===== src/rtl/lwf_pkg.sv =====
`default_nettype none
// ----------------------------------------------------------------------------
// lwf_pkg
// Shared types, widths and constants of the lidar wall following controller.
// ----------------------------------------------------------------------------
package lwf_pkg;

   // Field widths of the channels.
   localparam int RANGE_W     = 16;
   localparam int SPEED_W     = 16;
   localparam int CSR_INDEX_W = 3;
   localparam int CSR_DATA_W  = 16;

   // Default scan depth of the sample counter.
   localparam int MAX_POINTS_DEF = 1024;

   // Register reset values.
   localparam logic [10:0] SCAN_POINTS_RST = 11'd1024;
   localparam logic [9:0]  PROBE_INDEX_RST = 10'd10;
   localparam logic [15:0] COS_PROBE_RST   = 16'd32736;
   localparam logic [15:0] MAX_SPEED_RST   = 16'd640;
   localparam logic [15:0] TARGET_RST      = 16'd1280;
   localparam logic [15:0] NEAR_RST        = 16'd1254;
   localparam logic [15:0] FAR_RST         = 16'd2560;

   // Arithmetic constants.
   localparam logic [15:0] RANGE_START = 16'd7680;
   localparam logic [15:0] COS_ONE     = 16'd32768;
   localparam logic [14:0] HALF_PI_Q14 = 15'd25736;
   localparam logic [30:0] ONE_Q30     = 31'h4000_0000;
   localparam logic [39:0] ONE_Q14     = 40'd16384;

   // Reciprocals floor(2^32 / q) of the sine polynomial divisors, and the divisors.
   localparam logic [31:0] POLY_RECIP [6] = '{
      32'd27531841, 32'd39045157, 32'd59652323,
      32'd102261126, 32'd214748364, 32'd715827882
   };
   localparam logic [7:0] POLY_DIV [6] = '{
      8'd156, 8'd110, 8'd72, 8'd42, 8'd20, 8'd6
   };
   localparam logic [2:0] POLY_LAST = 3'd5;

   // Register indexes of the configuration port.
   typedef enum logic [CSR_INDEX_W-1:0] {
      CSR_SCAN_POINTS = 3'd0,
      CSR_PROBE_INDEX = 3'd1,
      CSR_COS_PROBE   = 3'd2,
      CSR_MAX_SPEED   = 3'd3,
      CSR_TARGET      = 3'd4,
      CSR_NEAR        = 3'd5,
      CSR_FAR         = 3'd6
   } csr_index_type;

   // Controller states.
   typedef enum logic [4:0] {
      S_SCAN, S_MUL_DD, S_MUL_PP, S_MUL_DP, S_MUL_DPC, S_K2, S_SQRT, S_MUL_PC,
      S_ARG_INIT, S_ARG_DIV, S_ASIN_INIT, S_BIS_TEST, S_SQ, S_X2, S_P_MUL,
      S_P_RCP, S_P_QM, S_P_FIX, S_S_MUL, S_S_CMP, S_LIN_M1, S_LIN_M2,
      S_LIN_INIT, S_LIN_DIV, S_OUT_CALC
   } state_type;

   // Datapath operations.
   typedef enum logic [4:0] {
      OP_NONE, OP_MUL_DD, OP_MUL_PP, OP_MUL_DP, OP_MUL_DPC, OP_K2, OP_SQRT,
      OP_MUL_PC, OP_ARG_INIT, OP_DIV, OP_ASIN_INIT, OP_BIS_TEST, OP_SQ, OP_X2,
      OP_P_MUL, OP_P_RCP, OP_P_QM, OP_P_FIX, OP_S_MUL, OP_S_CMP, OP_LIN_M1,
      OP_LIN_M2, OP_LIN_INIT, OP_OUT
   } op_type;

   // Command from the controller to the datapath.
   typedef struct packed {
      op_type op;
      logic   sample_en;
   } cmd_type;

   // Status from the datapath to the controller.
   typedef struct packed {
      logic is_last;
      logic sqrt_last;
      logic div_last;
      logic poly_last;
      logic bis_done;
   } status_type;

endpackage
`default_nettype wire


===== src/rtl/lwf_req_if.sv =====
`default_nettype none
// ----------------------------------------------------------------------------
// lwf_req_if
// Range sample channel: one item is one lidar range reading.
// ----------------------------------------------------------------------------
interface lwf_req_if;
   logic                         valid;
   logic                         ready;
   logic [lwf_pkg::RANGE_W-1:0]  range_sample;

   modport source (output valid, output range_sample, input ready);
   modport sink   (input valid, input range_sample, output ready);
endinterface
`default_nettype wire


===== src/rtl/lwf_rsp_if.sv =====
`default_nettype none
// ----------------------------------------------------------------------------
// lwf_rsp_if
// Command channel: one item per completed scan.
// ----------------------------------------------------------------------------
interface lwf_rsp_if;
   logic                               valid;
   logic                               ready;
   logic        [lwf_pkg::SPEED_W-1:0] linear_speed;
   logic signed [lwf_pkg::SPEED_W-1:0] angular_speed;
   logic signed [lwf_pkg::SPEED_W-1:0] wall_angle;

   modport source (output valid, output linear_speed, output angular_speed,
                   output wall_angle, input ready);
   modport sink   (input valid, input linear_speed, input angular_speed,
                   input wall_angle, output ready);
endinterface
`default_nettype wire


===== src/rtl/lwf_csr_if.sv =====
`default_nettype none
// ----------------------------------------------------------------------------
// lwf_csr_if
// Configuration write channel: register index and write data.
// ----------------------------------------------------------------------------
interface lwf_csr_if;
   logic                             valid;
   logic                             ready;
   logic [lwf_pkg::CSR_INDEX_W-1:0]  index;
   logic [lwf_pkg::CSR_DATA_W-1:0]   data;

   modport source (output valid, output index, output data, input ready);
   modport sink   (input valid, input index, input data, output ready);
endinterface
`default_nettype wire


===== src/rtl/lwf_ctrl.sv =====
`default_nettype none
// ----------------------------------------------------------------------------
// lwf_ctrl
// Sequencer of the scan and of the end-of-scan computation, plus the output
// valid flag.
// ----------------------------------------------------------------------------
module lwf_ctrl (
   input  wire logic                clock,
   input  wire logic                reset,
   input  wire logic                req_valid,
   output logic                     req_ready,
   output logic                     rsp_valid,
   input  wire logic                rsp_ready,
   input  wire lwf_pkg::status_type status,
   output lwf_pkg::cmd_type         cmd
);

   lwf_pkg::state_type state_ff, state_in;
   logic rsp_valid_ff, rsp_valid_in;
   logic out_free;
   logic out_load;

   // The output register can take a new item once the old one is gone.
   assign out_free  = !rsp_valid_ff || rsp_ready;
   assign req_ready = (state_ff == lwf_pkg::S_SCAN);
   assign rsp_valid = rsp_valid_ff;
   assign out_load  = (state_ff == lwf_pkg::S_OUT_CALC) && out_free;

   // Next state.
   always_comb begin
      state_in = state_ff;
      unique case (state_ff)
         lwf_pkg::S_SCAN: begin
            if (req_valid && status.is_last) state_in = lwf_pkg::S_MUL_DD;
         end
         lwf_pkg::S_MUL_DD:   state_in = lwf_pkg::S_MUL_PP;
         lwf_pkg::S_MUL_PP:   state_in = lwf_pkg::S_MUL_DP;
         lwf_pkg::S_MUL_DP:   state_in = lwf_pkg::S_MUL_DPC;
         lwf_pkg::S_MUL_DPC:  state_in = lwf_pkg::S_K2;
         lwf_pkg::S_K2:       state_in = lwf_pkg::S_SQRT;
         lwf_pkg::S_SQRT: begin
            if (status.sqrt_last) state_in = lwf_pkg::S_MUL_PC;
         end
         lwf_pkg::S_MUL_PC:   state_in = lwf_pkg::S_ARG_INIT;
         lwf_pkg::S_ARG_INIT: state_in = lwf_pkg::S_ARG_DIV;
         lwf_pkg::S_ARG_DIV: begin
            if (status.div_last) state_in = lwf_pkg::S_ASIN_INIT;
         end
         lwf_pkg::S_ASIN_INIT: state_in = lwf_pkg::S_BIS_TEST;
         lwf_pkg::S_BIS_TEST: begin
            if (status.bis_done) state_in = lwf_pkg::S_LIN_M1;
            else                 state_in = lwf_pkg::S_SQ;
         end
         lwf_pkg::S_SQ:       state_in = lwf_pkg::S_X2;
         lwf_pkg::S_X2:       state_in = lwf_pkg::S_P_MUL;
         lwf_pkg::S_P_MUL:    state_in = lwf_pkg::S_P_RCP;
         lwf_pkg::S_P_RCP:    state_in = lwf_pkg::S_P_QM;
         lwf_pkg::S_P_QM:     state_in = lwf_pkg::S_P_FIX;
         lwf_pkg::S_P_FIX: begin
            if (status.poly_last) state_in = lwf_pkg::S_S_MUL;
            else                  state_in = lwf_pkg::S_P_MUL;
         end
         lwf_pkg::S_S_MUL:    state_in = lwf_pkg::S_S_CMP;
         lwf_pkg::S_S_CMP:    state_in = lwf_pkg::S_BIS_TEST;
         lwf_pkg::S_LIN_M1:   state_in = lwf_pkg::S_LIN_M2;
         lwf_pkg::S_LIN_M2:   state_in = lwf_pkg::S_LIN_INIT;
         lwf_pkg::S_LIN_INIT: state_in = lwf_pkg::S_LIN_DIV;
         lwf_pkg::S_LIN_DIV: begin
            if (status.div_last) state_in = lwf_pkg::S_OUT_CALC;
         end
         lwf_pkg::S_OUT_CALC: begin
            if (out_free) state_in = lwf_pkg::S_SCAN;
         end
         default: state_in = lwf_pkg::S_SCAN;
      endcase
   end

   // Commands to the datapath.
   always_comb begin
      cmd.sample_en = req_ready && req_valid;
      cmd.op        = lwf_pkg::OP_NONE;
      unique case (state_ff)
         lwf_pkg::S_SCAN:      cmd.op = lwf_pkg::OP_NONE;
         lwf_pkg::S_MUL_DD:    cmd.op = lwf_pkg::OP_MUL_DD;
         lwf_pkg::S_MUL_PP:    cmd.op = lwf_pkg::OP_MUL_PP;
         lwf_pkg::S_MUL_DP:    cmd.op = lwf_pkg::OP_MUL_DP;
         lwf_pkg::S_MUL_DPC:   cmd.op = lwf_pkg::OP_MUL_DPC;
         lwf_pkg::S_K2:        cmd.op = lwf_pkg::OP_K2;
         lwf_pkg::S_SQRT:      cmd.op = lwf_pkg::OP_SQRT;
         lwf_pkg::S_MUL_PC:    cmd.op = lwf_pkg::OP_MUL_PC;
         lwf_pkg::S_ARG_INIT:  cmd.op = lwf_pkg::OP_ARG_INIT;
         lwf_pkg::S_ARG_DIV:   cmd.op = lwf_pkg::OP_DIV;
         lwf_pkg::S_ASIN_INIT: cmd.op = lwf_pkg::OP_ASIN_INIT;
         lwf_pkg::S_BIS_TEST:  cmd.op = lwf_pkg::OP_BIS_TEST;
         lwf_pkg::S_SQ:        cmd.op = lwf_pkg::OP_SQ;
         lwf_pkg::S_X2:        cmd.op = lwf_pkg::OP_X2;
         lwf_pkg::S_P_MUL:     cmd.op = lwf_pkg::OP_P_MUL;
         lwf_pkg::S_P_RCP:     cmd.op = lwf_pkg::OP_P_RCP;
         lwf_pkg::S_P_QM:      cmd.op = lwf_pkg::OP_P_QM;
         lwf_pkg::S_P_FIX:     cmd.op = lwf_pkg::OP_P_FIX;
         lwf_pkg::S_S_MUL:     cmd.op = lwf_pkg::OP_S_MUL;
         lwf_pkg::S_S_CMP:     cmd.op = lwf_pkg::OP_S_CMP;
         lwf_pkg::S_LIN_M1:    cmd.op = lwf_pkg::OP_LIN_M1;
         lwf_pkg::S_LIN_M2:    cmd.op = lwf_pkg::OP_LIN_M2;
         lwf_pkg::S_LIN_INIT:  cmd.op = lwf_pkg::OP_LIN_INIT;
         lwf_pkg::S_LIN_DIV:   cmd.op = lwf_pkg::OP_DIV;
         lwf_pkg::S_OUT_CALC:  cmd.op = out_load ? lwf_pkg::OP_OUT : lwf_pkg::OP_NONE;
         default:              cmd.op = lwf_pkg::OP_NONE;
      endcase
   end

   // Output valid flag.
   always_comb begin
      rsp_valid_in = rsp_valid_ff;
      if (out_load)       rsp_valid_in = 1'b1;
      else if (rsp_ready) rsp_valid_in = 1'b0;
   end

   always_ff @(posedge clock) begin
      if (reset) begin
         state_ff     <= lwf_pkg::S_SCAN;
         rsp_valid_ff <= 1'b0;
      end else begin
         state_ff     <= state_in;
         rsp_valid_ff <= rsp_valid_in;
      end
   end

endmodule
`default_nettype wire


===== src/rtl/lwf_dpath.sv =====
`default_nettype none
// ----------------------------------------------------------------------------
// lwf_dpath
// Configuration registers, per-sample scan capture and the end-of-scan
// arithmetic: a shared registered multiplier, a bit-serial square root and
// divider, and the arcsine bisection over the sine polynomial.
// ----------------------------------------------------------------------------
module lwf_dpath #(
   parameter int MAX_POINTS = lwf_pkg::MAX_POINTS_DEF
) (
   input  wire logic                               clock,
   input  wire logic                               reset,
   input  wire lwf_pkg::cmd_type                   cmd,
   output lwf_pkg::status_type                     status,
   input  wire logic [lwf_pkg::RANGE_W-1:0]        range_sample,
   input  wire logic                               csr_we,
   input  wire logic [lwf_pkg::CSR_INDEX_W-1:0]    csr_index,
   input  wire logic [lwf_pkg::CSR_DATA_W-1:0]     csr_data,
   output logic        [lwf_pkg::SPEED_W-1:0]      linear_speed,
   output logic signed [lwf_pkg::SPEED_W-1:0]      angular_speed,
   output logic signed [lwf_pkg::SPEED_W-1:0]      wall_angle
);

   localparam int CNT_W = $clog2(MAX_POINTS);
   localparam int LW    = (CNT_W + 1 > 11) ? CNT_W + 1 : 11;

   // Configuration registers.
   logic [10:0] scan_points_ff;
   logic [9:0]  probe_index_ff;
   logic [15:0] cos_ff, max_speed_ff, target_ff, near_ff, far_ff;

   // Scan state.
   logic [CNT_W-1:0] count_ff, count_in;
   logic [15:0] minr_ff, minr_in, first_ff, first_in;
   logic [15:0] probe_ff, probe_in, front_ff, front_in;
   logic [15:0] min_base;
   logic [LW-1:0] sp_ext, len, last_idx, front_idx, cnt_ext, probe_ext;

   // Arithmetic registers.
   logic [63:0] mul_ff, mul_in;
   logic [31:0] mul_a, mul_b;
   logic [32:0] acc_ff, acc_in;
   logic [48:0] rad_ff, rad_in;
   logic [49:0] root_ff, root_in;
   logic [48:0] bit_ff, bit_in;
   logic        neg_ff, neg_in;
   logic        pos_ff, pos_in;
   logic [39:0] dvd_ff, dvd_in;
   logic [24:0] rem_ff, rem_in;
   logic [24:0] dsr_ff, dsr_in;
   logic [5:0]  cnt_ff, cnt_in;
   logic [14:0] lo_ff, lo_in, hi_ff, hi_in, mid_ff, mid_in;
   logic [29:0] tgt_ff, tgt_in;
   logic [31:0] x2_ff, x2_in, y_ff, y_in;
   logic [30:0] t_ff, t_in;
   logic [2:0]  idx_ff, idx_in;
   logic signed [15:0] ang_ff, ang_in;
   logic [15:0] lin_out_ff, lin_out_in;
   logic signed [15:0] angs_out_ff, angs_out_in, wall_out_ff, wall_out_in;

   // Combinational helpers.
   logic [15:0] c_sat;
   logic [49:0] sq_sum;
   logic [25:0] trial;
   logic        ge;
   logic [32:0] num, num_abs;
   logic [15:0] lo_hi_sum;
   logic [31:0] rfix, qfix;
   logic [16:0] fn, fr, fn_abs, fr_abs;
   logic signed [16:0] diff;
   logic signed [25:0] wv, wq;
   logic [15:0] far_eff;

   assign c_sat   = (cos_ff > lwf_pkg::COS_ONE) ? lwf_pkg::COS_ONE : cos_ff;
   assign far_eff = (far_ff == 16'd0) ? 16'd1 : far_ff;

   // Effective scan length and indexes.
   always_comb begin
      sp_ext = LW'(scan_points_ff);
      if (sp_ext > LW'(MAX_POINTS))  len = LW'(MAX_POINTS);
      else if (sp_ext == '0)         len = LW'(1);
      else                           len = sp_ext;
      last_idx  = len - LW'(1);
      front_idx = last_idx >> 1;
      cnt_ext   = LW'(count_ff);
      probe_ext = LW'(probe_index_ff);
   end

   // Status to the controller.
   assign status.is_last   = cnt_ext >= last_idx;
   assign status.sqrt_last = bit_ff[0];
   assign status.div_last  = (cnt_ff == 6'd0);
   assign status.poly_last = (idx_ff == lwf_pkg::POLY_LAST);
   assign status.bis_done  = (lo_ff >= hi_ff);

   // Capture of the scan samples.
   always_comb begin
      count_in = count_ff;
      minr_in  = minr_ff;
      first_in = first_ff;
      probe_in = probe_ff;
      front_in = front_ff;
      min_base = (count_ff == '0) ? lwf_pkg::RANGE_START : minr_ff;
      if (cmd.sample_en) begin
         if (count_ff == '0) begin
            first_in = range_sample;
            probe_in = '0;
            front_in = '0;
         end
         if (cnt_ext == probe_ext) probe_in = range_sample;
         if (cnt_ext == front_idx) front_in = range_sample;
         minr_in = min_base;
         if (cnt_ext <= front_idx && range_sample < min_base) minr_in = range_sample;
         count_in = status.is_last ? '0 : count_ff + CNT_W'(1);
      end
   end

   // Operand selection of the shared multiplier.
   always_comb begin
      mul_a = '0;
      mul_b = '0;
      case (cmd.op)
         lwf_pkg::OP_MUL_DD:  begin mul_a = 32'(first_ff); mul_b = 32'(first_ff); end
         lwf_pkg::OP_MUL_PP:  begin mul_a = 32'(probe_ff); mul_b = 32'(probe_ff); end
         lwf_pkg::OP_MUL_DP:  begin mul_a = 32'(first_ff); mul_b = 32'(probe_ff); end
         lwf_pkg::OP_MUL_DPC: begin mul_a = mul_ff[31:0];  mul_b = 32'(c_sat); end
         lwf_pkg::OP_MUL_PC:  begin mul_a = 32'(probe_ff); mul_b = 32'(c_sat); end
         lwf_pkg::OP_SQ:      begin mul_a = 32'(mid_ff);   mul_b = 32'(mid_ff); end
         lwf_pkg::OP_P_MUL:   begin mul_a = x2_ff;         mul_b = 32'(t_ff); end
         lwf_pkg::OP_P_RCP: begin
            mul_a = mul_ff[61:30];
            mul_b = lwf_pkg::POLY_RECIP[idx_ff];
         end
         lwf_pkg::OP_P_QM: begin
            mul_a = mul_ff[63:32];
            mul_b = 32'(lwf_pkg::POLY_DIV[idx_ff]);
         end
         lwf_pkg::OP_S_MUL:   begin mul_a = 32'(mid_ff);   mul_b = 32'(t_ff); end
         lwf_pkg::OP_LIN_M1:  begin mul_a = 32'(fn_abs);   mul_b = 32'(fr_abs); end
         lwf_pkg::OP_LIN_M2:  begin mul_a = mul_ff[31:0];  mul_b = 32'(max_speed_ff); end
         default: ;
      endcase
      mul_in = 64'(mul_a) * 64'(mul_b);
   end

   // Shared arithmetic helpers.
   always_comb begin
      sq_sum    = root_ff + {1'b0, bit_ff};
      trial     = {rem_ff, dvd_ff[39]};
      ge        = trial >= {1'b0, dsr_ff};
      num       = {1'b0, mul_ff[31:0]} - {2'b00, first_ff, 15'd0};
      num_abs   = num[32] ? (33'd0 - num) : num;
      lo_hi_sum = 16'(lo_ff) + 16'(hi_ff) + 16'd1;
      // The quotient estimate sits in the low word of dvd_ff; it is at most
      // one short, so a single compare of the remainder settles it.
      rfix      = y_ff - mul_ff[31:0];
      qfix      = (rfix >= 32'(lwf_pkg::POLY_DIV[idx_ff])) ? dvd_ff[31:0] + 32'd1
                                                           : dvd_ff[31:0];
      fn        = {1'b0, far_ff} - {1'b0, near_ff};
      fr        = {1'b0, front_ff} - {1'b0, near_ff};
      fn_abs    = fn[16] ? (17'd0 - fn) : fn;
      fr_abs    = fr[16] ? (17'd0 - fr) : fr;
      diff      = $signed({1'b0, target_ff}) - $signed({1'b0, minr_ff});
      wv        = (26'(diff) <<< 7) + (26'(diff) <<< 6) - (26'(ang_ff) <<< 1);
      wq        = (wv < 0) ? ((wv + 26'sd63) >>> 6) : (wv >>> 6);
   end

   // End-of-scan operations.
   always_comb begin
      acc_in      = acc_ff;
      rad_in      = rad_ff;
      root_in     = root_ff;
      bit_in      = bit_ff;
      neg_in      = neg_ff;
      pos_in      = pos_ff;
      dvd_in      = dvd_ff;
      rem_in      = rem_ff;
      dsr_in      = dsr_ff;
      cnt_in      = cnt_ff;
      lo_in       = lo_ff;
      hi_in       = hi_ff;
      mid_in      = mid_ff;
      tgt_in      = tgt_ff;
      x2_in       = x2_ff;
      y_in        = y_ff;
      t_in        = t_ff;
      idx_in      = idx_ff;
      ang_in      = ang_ff;
      lin_out_in  = lin_out_ff;
      angs_out_in = angs_out_ff;
      wall_out_in = wall_out_ff;
      case (cmd.op)
         // Sum of squares of the first and probe ranges.
         lwf_pkg::OP_MUL_PP: acc_in = 33'(mul_ff[31:0]);
         lwf_pkg::OP_MUL_DP: acc_in = acc_ff + 33'(mul_ff[31:0]);
         // Squared chord, scaled by 2^16, and the root setup.
         lwf_pkg::OP_K2: begin
            rad_in  = {acc_ff, 16'd0} - {mul_ff[46:0], 2'b00};
            root_in = '0;
            bit_in  = 49'd1 << 48;
         end
         // One root bit per cycle.
         lwf_pkg::OP_SQRT: begin
            if ({1'b0, rad_ff} >= sq_sum) begin
               rad_in  = rad_ff - sq_sum[48:0];
               root_in = (root_ff >> 1) + {1'b0, bit_ff};
            end else begin
               root_in = root_ff >> 1;
            end
            bit_in = bit_ff >> 2;
         end
         // Arcsine argument: divide the scaled numerator by the chord.
         lwf_pkg::OP_ARG_INIT: begin
            neg_in = num[32];
            dvd_in = {1'b0, num_abs[31:0], 7'd0};
            dsr_in = root_ff[24:0];
            rem_in = '0;
            cnt_in = 6'd39;
         end
         // One quotient bit per cycle.
         lwf_pkg::OP_DIV: begin
            rem_in = ge ? 25'(trial - {1'b0, dsr_ff}) : trial[24:0];
            dvd_in = {dvd_ff[38:0], ge};
            cnt_in = cnt_ff - 6'd1;
         end
         // Bisection bounds; a zero chord or a full argument settle at once.
         lwf_pkg::OP_ASIN_INIT: begin
            tgt_in = {dvd_ff[13:0], 16'd0};
            if (root_ff == '0) begin
               lo_in = '0;
               hi_in = '0;
            end else if (dvd_ff >= lwf_pkg::ONE_Q14) begin
               lo_in = lwf_pkg::HALF_PI_Q14;
               hi_in = lwf_pkg::HALF_PI_Q14;
            end else begin
               lo_in = '0;
               hi_in = lwf_pkg::HALF_PI_Q14;
            end
         end
         lwf_pkg::OP_BIS_TEST: mid_in = lo_hi_sum[15:1];
         lwf_pkg::OP_X2: begin
            x2_in  = {mul_ff[29:0], 2'b00};
            t_in   = lwf_pkg::ONE_Q30;
            idx_in = '0;
         end
         lwf_pkg::OP_P_RCP: y_in = mul_ff[61:30];
         // Quotient estimate from the reciprocal; kept until the fix-up.
         lwf_pkg::OP_P_QM: dvd_in = {8'd0, mul_ff[63:32]};
         lwf_pkg::OP_P_FIX: begin
            t_in   = lwf_pkg::ONE_Q30 - qfix[30:0];
            idx_in = idx_ff + 3'd1;
         end
         lwf_pkg::OP_S_CMP: begin
            if ({1'b0, mul_ff[46:14]} <= {4'd0, tgt_ff}) lo_in = mid_ff;
            else                                         hi_in = mid_ff - 15'd1;
         end
         // Signed angle and the speed ramp product.
         lwf_pkg::OP_LIN_M1: begin
            ang_in = neg_ff ? -$signed({1'b0, lo_ff}) : $signed({1'b0, lo_ff});
            pos_in = (fn[16] == fr[16]);
         end
         lwf_pkg::OP_LIN_INIT: begin
            dvd_in = mul_ff[47:8];
            dsr_in = 25'(far_eff);
            rem_in = '0;
            cnt_in = 6'd39;
         end
         // Result registers.
         lwf_pkg::OP_OUT: begin
            if (!pos_ff)                            lin_out_in = '0;
            else if (dvd_ff > 40'(max_speed_ff))    lin_out_in = max_speed_ff;
            else                                    lin_out_in = dvd_ff[15:0];
            if (wq > 26'sd32767)       angs_out_in = 16'sh7FFF;
            else if (wq < -26'sd32768) angs_out_in = -16'sh8000;
            else                       angs_out_in = wq[15:0];
            wall_out_in = ang_ff;
         end
         default: ;
      endcase
   end

   // Configuration writes.
   always_ff @(posedge clock) begin
      if (reset) begin
         scan_points_ff <= lwf_pkg::SCAN_POINTS_RST;
         probe_index_ff <= lwf_pkg::PROBE_INDEX_RST;
         cos_ff         <= lwf_pkg::COS_PROBE_RST;
         max_speed_ff   <= lwf_pkg::MAX_SPEED_RST;
         target_ff      <= lwf_pkg::TARGET_RST;
         near_ff        <= lwf_pkg::NEAR_RST;
         far_ff         <= lwf_pkg::FAR_RST;
      end else if (csr_we) begin
         unique case (csr_index)
            lwf_pkg::CSR_SCAN_POINTS: scan_points_ff <= csr_data[10:0];
            lwf_pkg::CSR_PROBE_INDEX: probe_index_ff <= csr_data[9:0];
            lwf_pkg::CSR_COS_PROBE:   cos_ff         <= csr_data;
            lwf_pkg::CSR_MAX_SPEED:   max_speed_ff   <= csr_data;
            lwf_pkg::CSR_TARGET:      target_ff      <= csr_data;
            lwf_pkg::CSR_NEAR:        near_ff        <= csr_data;
            lwf_pkg::CSR_FAR:         far_ff         <= csr_data;
            default: ;
         endcase
      end
   end

   // Scan state.
   always_ff @(posedge clock) begin
      if (reset) begin
         count_ff <= '0;
         minr_ff  <= lwf_pkg::RANGE_START;
         first_ff <= '0;
         probe_ff <= '0;
         front_ff <= '0;
      end else begin
         count_ff <= count_in;
         minr_ff  <= minr_in;
         first_ff <= first_in;
         probe_ff <= probe_in;
         front_ff <= front_in;
      end
   end

   // Bit-serial iteration counters.
   always_ff @(posedge clock) begin
      if (reset) begin
         bit_ff <= '0;
         cnt_ff <= '0;
         idx_ff <= '0;
         lo_ff  <= '0;
         hi_ff  <= '0;
      end else begin
         bit_ff <= bit_in;
         cnt_ff <= cnt_in;
         idx_ff <= idx_in;
         lo_ff  <= lo_in;
         hi_ff  <= hi_in;
      end
   end

   // Arithmetic payload registers.
   always_ff @(posedge clock) begin
      mul_ff      <= mul_in;
      acc_ff      <= acc_in;
      rad_ff      <= rad_in;
      root_ff     <= root_in;
      neg_ff      <= neg_in;
      pos_ff      <= pos_in;
      dvd_ff      <= dvd_in;
      rem_ff      <= rem_in;
      dsr_ff      <= dsr_in;
      mid_ff      <= mid_in;
      tgt_ff      <= tgt_in;
      x2_ff       <= x2_in;
      y_ff        <= y_in;
      t_ff        <= t_in;
      ang_ff      <= ang_in;
      lin_out_ff  <= lin_out_in;
      angs_out_ff <= angs_out_in;
      wall_out_ff <= wall_out_in;
   end

   assign linear_speed  = lin_out_ff;
   assign angular_speed = angs_out_ff;
   assign wall_angle    = wall_out_ff;

endmodule
`default_nettype wire


===== src/rtl/lidar_wall_following_controller.sv =====
`default_nettype none
// ----------------------------------------------------------------------------
// lidar_wall_following_controller
// Wall following controller fed by a stream of lidar range samples.
// ----------------------------------------------------------------------------
// One range sample is taken per clock during a scan. The scan's last sample
// starts the end-of-scan computation, during which no sample is taken: the
// products, the square root and the division for the arcsine argument, up to
// 15 bisection steps that each evaluate the sine polynomial, and the speed
// ramp. The length of this computation is set by the single shared 32x32
// multiplier and the one-bit-per-cycle root and divider. The result then sits
// in an output register while the next scan's samples are already taken; a
// second result waits only if the previous one has not been taken.
// ----------------------------------------------------------------------------
module lidar_wall_following_controller #(
   parameter int MAX_POINTS = lwf_pkg::MAX_POINTS_DEF
) (
   input  wire logic  clock,
   input  wire logic  reset,
   lwf_req_if.sink    req_chan,
   lwf_rsp_if.source  rsp_chan,
   lwf_csr_if.sink    csr_chan
);

   lwf_pkg::cmd_type    cmd;
   lwf_pkg::status_type status;

   // Configuration writes are always taken.
   assign csr_chan.ready = 1'b1;

   lwf_ctrl u_ctrl (
      .clock     (clock),
      .reset     (reset),
      .req_valid (req_chan.valid),
      .req_ready (req_chan.ready),
      .rsp_valid (rsp_chan.valid),
      .rsp_ready (rsp_chan.ready),
      .status    (status),
      .cmd       (cmd)
   );

   lwf_dpath #(
      .MAX_POINTS (MAX_POINTS)
   ) u_dpath (
      .clock         (clock),
      .reset         (reset),
      .cmd           (cmd),
      .status        (status),
      .range_sample  (req_chan.range_sample),
      .csr_we        (csr_chan.valid),
      .csr_index     (csr_chan.index),
      .csr_data      (csr_chan.data),
      .linear_speed  (rsp_chan.linear_speed),
      .angular_speed (rsp_chan.angular_speed),
      .wall_angle    (rsp_chan.wall_angle)
   );

endmodule
`default_nettype wire

===== src/flat_wrapper.sv =====
// flat-port wrapper written by rule: the top's interface ports become plain ports
module lidar_wall_following_controller_flat 
#(
   parameter int MAX_POINTS = lwf_pkg::MAX_POINTS_DEF
)
  (clock, reset, req_chan_valid, req_chan_range_sample, req_chan_ready, rsp_chan_valid, rsp_chan_linear_speed, rsp_chan_angular_speed, rsp_chan_wall_angle, rsp_chan_ready, csr_chan_valid, csr_chan_index, csr_chan_data, csr_chan_ready);
  lwf_req_if req_chan_i ();
  lwf_rsp_if rsp_chan_i ();
  lwf_csr_if csr_chan_i ();
  input  wire logic clock;
  input  wire logic reset;
  input wire logic [$bits(req_chan_i.valid)-1:0] req_chan_valid;
  input wire logic [$bits(req_chan_i.range_sample)-1:0] req_chan_range_sample;
  output wire logic [$bits(req_chan_i.ready)-1:0] req_chan_ready;
  output wire logic [$bits(rsp_chan_i.valid)-1:0] rsp_chan_valid;
  output wire logic [$bits(rsp_chan_i.linear_speed)-1:0] rsp_chan_linear_speed;
  output wire logic [$bits(rsp_chan_i.angular_speed)-1:0] rsp_chan_angular_speed;
  output wire logic [$bits(rsp_chan_i.wall_angle)-1:0] rsp_chan_wall_angle;
  input wire logic [$bits(rsp_chan_i.ready)-1:0] rsp_chan_ready;
  input wire logic [$bits(csr_chan_i.valid)-1:0] csr_chan_valid;
  input wire logic [$bits(csr_chan_i.index)-1:0] csr_chan_index;
  input wire logic [$bits(csr_chan_i.data)-1:0] csr_chan_data;
  output wire logic [$bits(csr_chan_i.ready)-1:0] csr_chan_ready;
  assign req_chan_i.valid = req_chan_valid;
  assign req_chan_i.range_sample = req_chan_range_sample;
  assign req_chan_ready = req_chan_i.ready;
  assign rsp_chan_valid = rsp_chan_i.valid;
  assign rsp_chan_linear_speed = rsp_chan_i.linear_speed;
  assign rsp_chan_angular_speed = rsp_chan_i.angular_speed;
  assign rsp_chan_wall_angle = rsp_chan_i.wall_angle;
  assign rsp_chan_i.ready = rsp_chan_ready;
  assign csr_chan_i.valid = csr_chan_valid;
  assign csr_chan_i.index = csr_chan_index;
  assign csr_chan_i.data = csr_chan_data;
  assign csr_chan_ready = csr_chan_i.ready;
  lidar_wall_following_controller #(.MAX_POINTS(MAX_POINTS)) u_core (.clock(clock), .reset(reset), .req_chan(req_chan_i), .rsp_chan(rsp_chan_i), .csr_chan(csr_chan_i));
endmodule

===== config.mk =====
export PLATFORM = sky130hd
export DESIGN_NAME = lidar_wall_following_controller_flat
export DESIGN_NICKNAME = d
export VERILOG_FILES = /design/src/rtl/lwf_pkg.sv /design/src/rtl/lwf_req_if.sv /design/src/rtl/lwf_rsp_if.sv /design/src/rtl/lwf_csr_if.sv /design/src/rtl/lwf_ctrl.sv /design/src/rtl/lwf_dpath.sv /design/src/rtl/lidar_wall_following_controller.sv /design/src/flat_wrapper.sv
export SDC_FILE = /design/constraint.sdc
export NUM_CORES = 2
export LEC_CHECK = 0
export BUFFER_PORTS_ARGS = -buffer_cell sky130_fd_sc_hd__clkbuf_2
export CORE_MARGIN = 5
export CORE_UTILIZATION = 25
export CTS_CLUSTER_DIAMETER = 30
export DETAILED_ROUTE_END_ITERATION = 7
export PLACE_DENSITY = 0.39
export SYNTH_ARGS = -nofsm -noshare
export SYNTH_HDL_FRONTEND = slang
export SYNTH_SLANG_ARGS = --single-unit

===== constraint.sdc =====
create_clock -name clock -period 21.4 [get_ports clock]
set_input_delay 1.07 -clock clock [delete_from_list [all_inputs] [get_ports clock]]
set_output_delay 1.07 -clock clock [all_outputs]
set_load 0.05 [all_outputs]

==> summary.md <==
| Metric | Value |
|---|---|
| Status | `complete, no violations` |
| Dpl cell area | `89240 um^2` |
| Worst EP required | `22150 ps` |
| Period minus WS final | `14780 ps` |
| Clock transition at the registers of the reported paths | `50 ps` |
| Final hold viol count | `0` |
| Synth warn | `0` |
| Reg2reg start | `u_core.u_dpath.near_ff[2]$_SDFFE_PP1P_` |
| Largest net degree at the start of global routing | `97` |
| Clock Sink Count | `719` |
| Fillers | `35056` |
| Hpwl dp | `262.2 mm` |
| Fin Setup TNS | `0 ps` |
| Maximum buffer depth of the clock tree | `3` |
| Type of the most critical hold path | `register to register` |
| Final Max Tran Viols | `0` |
| Worst-path fanout max | `19` |
| Die height | `585.8 um` |
| Slowest CP cell | `o21ai_1` |
| Post-synth ARST share | `0` |
| LEAKAGE | `42.77 nW` |
| Layout Area Growth over Synthesis | `17.57%` |
| Initial antenna violation count | `10` |
| Slowest stage delay, CP | `960 ps` |
| Most frequent cells in the layout | `1413 x inv_1, 1112 x nand2_1, 1000 x nor2_1, 892 x fa_1, 721 x ha_1` |
| Worst VDD drop | `0.00007032 V` |
| Sequential area share after synthesis | `0.2231` |
| Post-Syn Area per Cell | `8.683 um^2` |
| Worst slew pin tran | `1255 ps` |
| GRT Resource Usage Total | `0.1966` |
| GPL Wtd Cong | `0.8808` |
| EDFF count, synth | `410` |
| Headroom to the max-slew limit | `0.1516` |
| Post-route cell area | `97460 um^2` |
| Die area | `343200 um^2` |
| Setup violators final | `0` |
| Dominant synthesized flop cell | `edfxtp_1` |
| # port buffers | `89` |
| Core Footprint | `330300 um^2` |
| Final WL | `342.2 mm` |
| CP Capture Type | `register` |
| Total CTS buffers | `228` |
| Area leader, netlist | `fa_1` |
| RSZ-0062 raised after global routing | `no` |
| Synth top area share | `0.2154` |
| H-tree depth | `4` |
| Post-Syn Nets | `11200` |
| DRC Markers | `0` |
| Synthesized area | `82900 um^2` |
| CTS tree | `done` |
| Cells after Synth | `9547` |
| Fin crit share | `0.6909` |
| FMAX | `67.64 MHz` |
| Vias per cell | `4.956` |
| DRT iter0 DRCs | `5594` |
| Top post-synthesis cells by area | `fa_1 22%, edfxtp_1 15%, ha_1 11%` |
| Max-cap violations | `0` |
| Register area | `18500 um^2` |
| Most common cell after layout, fill and taps aside | `inv_1` |
| WS Path Type | `register to register` |
| CP Launch Type | `register` |
| R2r setup slk | `6620 ps` |
| Number of cell rows | `211` |
| Pre-CTS setup slack | `6930 ps` |
| Ratio of cells with drive above 1 in the final layout | `0.09000` |
| Vias in the first global route | `72888` |
| Worst Path Arrival | `15540 ps` |
| Worst Setup SP | `u_core.u_dpath.near_ff[2]$_SDFFE_PP1P_` |
| DRT Pass-1 Iters | `7` |
| Routed Antenna Nets | `0` |
| Reg2Reg Depth | `45` |
| Setup ws final | `6615 ps` |
| Ports | `91` |
| Distinct cells, synth | `99` |
| Post-cts resize count | `0` |
| Setup repair bufs after CTS | `0` |
| Die width | `585.8 um` |
| Root Driver | `clkbuf_16` |
| Critical Path Most Common Cell | `o21ai_0` |
| Drt wl/cell | `24.03 um` |
| CP endpoint | `u_core.u_dpath.mul_ff[62]$_DFF_P_` |
| Pwr/cell area | `55.91 nW/um^2` |
| Starting Density | `0.2510` |
| Global route overflow | `0` |
| Vias post-DR | `70567` |
| First-pass GRT wire length | `501.0 mm` |
| Final Skew | `46.61 ps` |
| Hold WS | `459.4 ps` |
| Worst R2R End | `u_core.u_dpath.mul_ff[62]$_DFF_P_` |
| Later-pin clock latency in the skew report | `850 ps` |
| Nets | `11318` |
| Yosys reg bits | `719` |
| Multi-input logic area | `57960 um^2` |
| Quantity of hold-fixing buffers added after cts | `0` |
## worst min path at each step
stage	to	start	cells past startpoint
floorplan	u_core.u_dpath.wall_angle[11]$_DFFE_PN_	u_core.u_dpath.ang_ff[11]$_DFFE_PP_	0
global placement	u_core.u_dpath.near_ff[8]$_SDFFE_PP0P_	u_core.u_dpath.near_ff[8]$_SDFFE_PP0P_	2
detailed placement	u_core.u_dpath.near_ff[11]$_SDFFE_PP0P_	u_core.u_dpath.near_ff[11]$_SDFFE_PP0P_	2
CTS	u_core.u_dpath.near_ff[4]$_SDFFE_PP0P_	u_core.u_dpath.near_ff[4]$_SDFFE_PP0P_	2
global route	u_core.u_dpath.near_ff[4]$_SDFFE_PP0P_	u_core.u_dpath.near_ff[4]$_SDFFE_PP0P_	2
finish	u_core.u_dpath.near_ff[3]$_SDFFE_PP0P_	u_core.u_dpath.near_ff[3]$_SDFFE_PP0P_	2
## sequential cells by signal, summed over array words and instances (netlist names), 25 cells and up
name                    flops
u_core.u_dpath.root_ff     50
u_core.u_dpath.x2_ff       30
u_core.u_dpath.rad_ff      49
u_core.u_dpath.mul_ff      64
u_core.u_dpath.dsr_ff      25
u_core.u_dpath.t_ff        31
u_core.u_dpath.dvd_ff      40
u_core.u_dpath.bit_ff      25
u_core.u_dpath.acc_ff      33
u_core.u_dpath.y_ff        32
u_core.u_dpath.rem_ff      25
## cells by family (layout without fill, tap and decap cells)
| kind of cell | after synthesis | after routing | synth area share |
|---|---|---|---|
| AND/OR/NAND/NOR | 3021 | 3021 | 0.1626 |
| buffers and inverters | 1826 | 2146 | 0.08307 |
| AO/OA/AOI/OAI | 1785 | 1785 | 0.1442 |
| adder cells (fa/ha/maj) | 1613 | 1613 | 0.3242 |
| flip-flops | 719 | 719 | 0.2231 |
| XOR/XNOR | 521 | 521 | 0.05504 |
| multiplexers | 61 | 61 | 0.007667 |
| other | 1 | 6 | 0.00004524 |
## final cells by class
class	instances	share of cell area
timing repair buffer	295	0.02053
sequential	719	0.1898
antenna	5	0.0001284
clock inverter	150	0.02086
clock buffer	282	0.06334
tap	4366	0.05605
multi-input combinational	7002	0.5947
inverter	1419	0.05465
## worst max-delay path: cells and delay by family (launching register included)
kind / cells / cell delay, ps
compound gates: 24 / 8110
buf+inv: 5 / 250
simple gates: 4 / 830
xor+xnor: 2 / 750
flops: 1 / 330
fa+ha+maj: 10 / 4360
## layer usage
metal,share of wire,GRT usage,up-vias
met5,0,0,-
met4,0.039,0.07080,0
met3,0.053,0.02555,527
met2,0.46,0.3235,2117
met1,0.45,0.2643,35723
li1,-,-,32200
## where the power goes
group          switching, W  total, W  internal (W)
logic              0.000248  0.000386      0.000138
registers         0.0000135   0.00148       0.00147
clock network       0.00105   0.00358       0.00253
## Yosys cell counts (27+ instances only)
master    count
nand2_1    1115
mux2i_1      41
o21bai_1     63
a31oi_1      62
nand3b_1     27
edfxtp_1    410
o21a_1       65
o211ai_1     53
a222oi_1     72
dfxtp_1     309
nor4_1       57
a22oi_1      81
a21o_1      154
nor2b_1      86
and2_1       48
clkbuf_1    374
a21oi_1     505
ha_1        721
or2_2        55
nor2_1     1005
o31ai_1      32
xor2_1      218
nand3_1     144
o21ai_0     297
a211o_1      29
nand4_1      60
nor3_1      135
and3_1       62
nand2b_1     84
a211oi_1     60
a221oi_1     44
inv_1      1415
fa_1        892
a21boi_0     37
xnor2_1     303
or3_1        57
## stage by stage
| stage | utilization | power, W | instances |
|---|---|---|---|
| CTS | 0.2951 | 0.005505 | 14233 |
| global route | 0.2951 | 0.005626 | 14234 |
| detailed placement | 0.2702 | 0.001888 | 13801 |
| global placement | 0.2702 | 0.001887 | 13801 |
| floorplan | - | 0.001770 | 9547 |
| finish | 0.2951 | 0.005449 | 14238 |
Power figures use the tool's default switching activity.
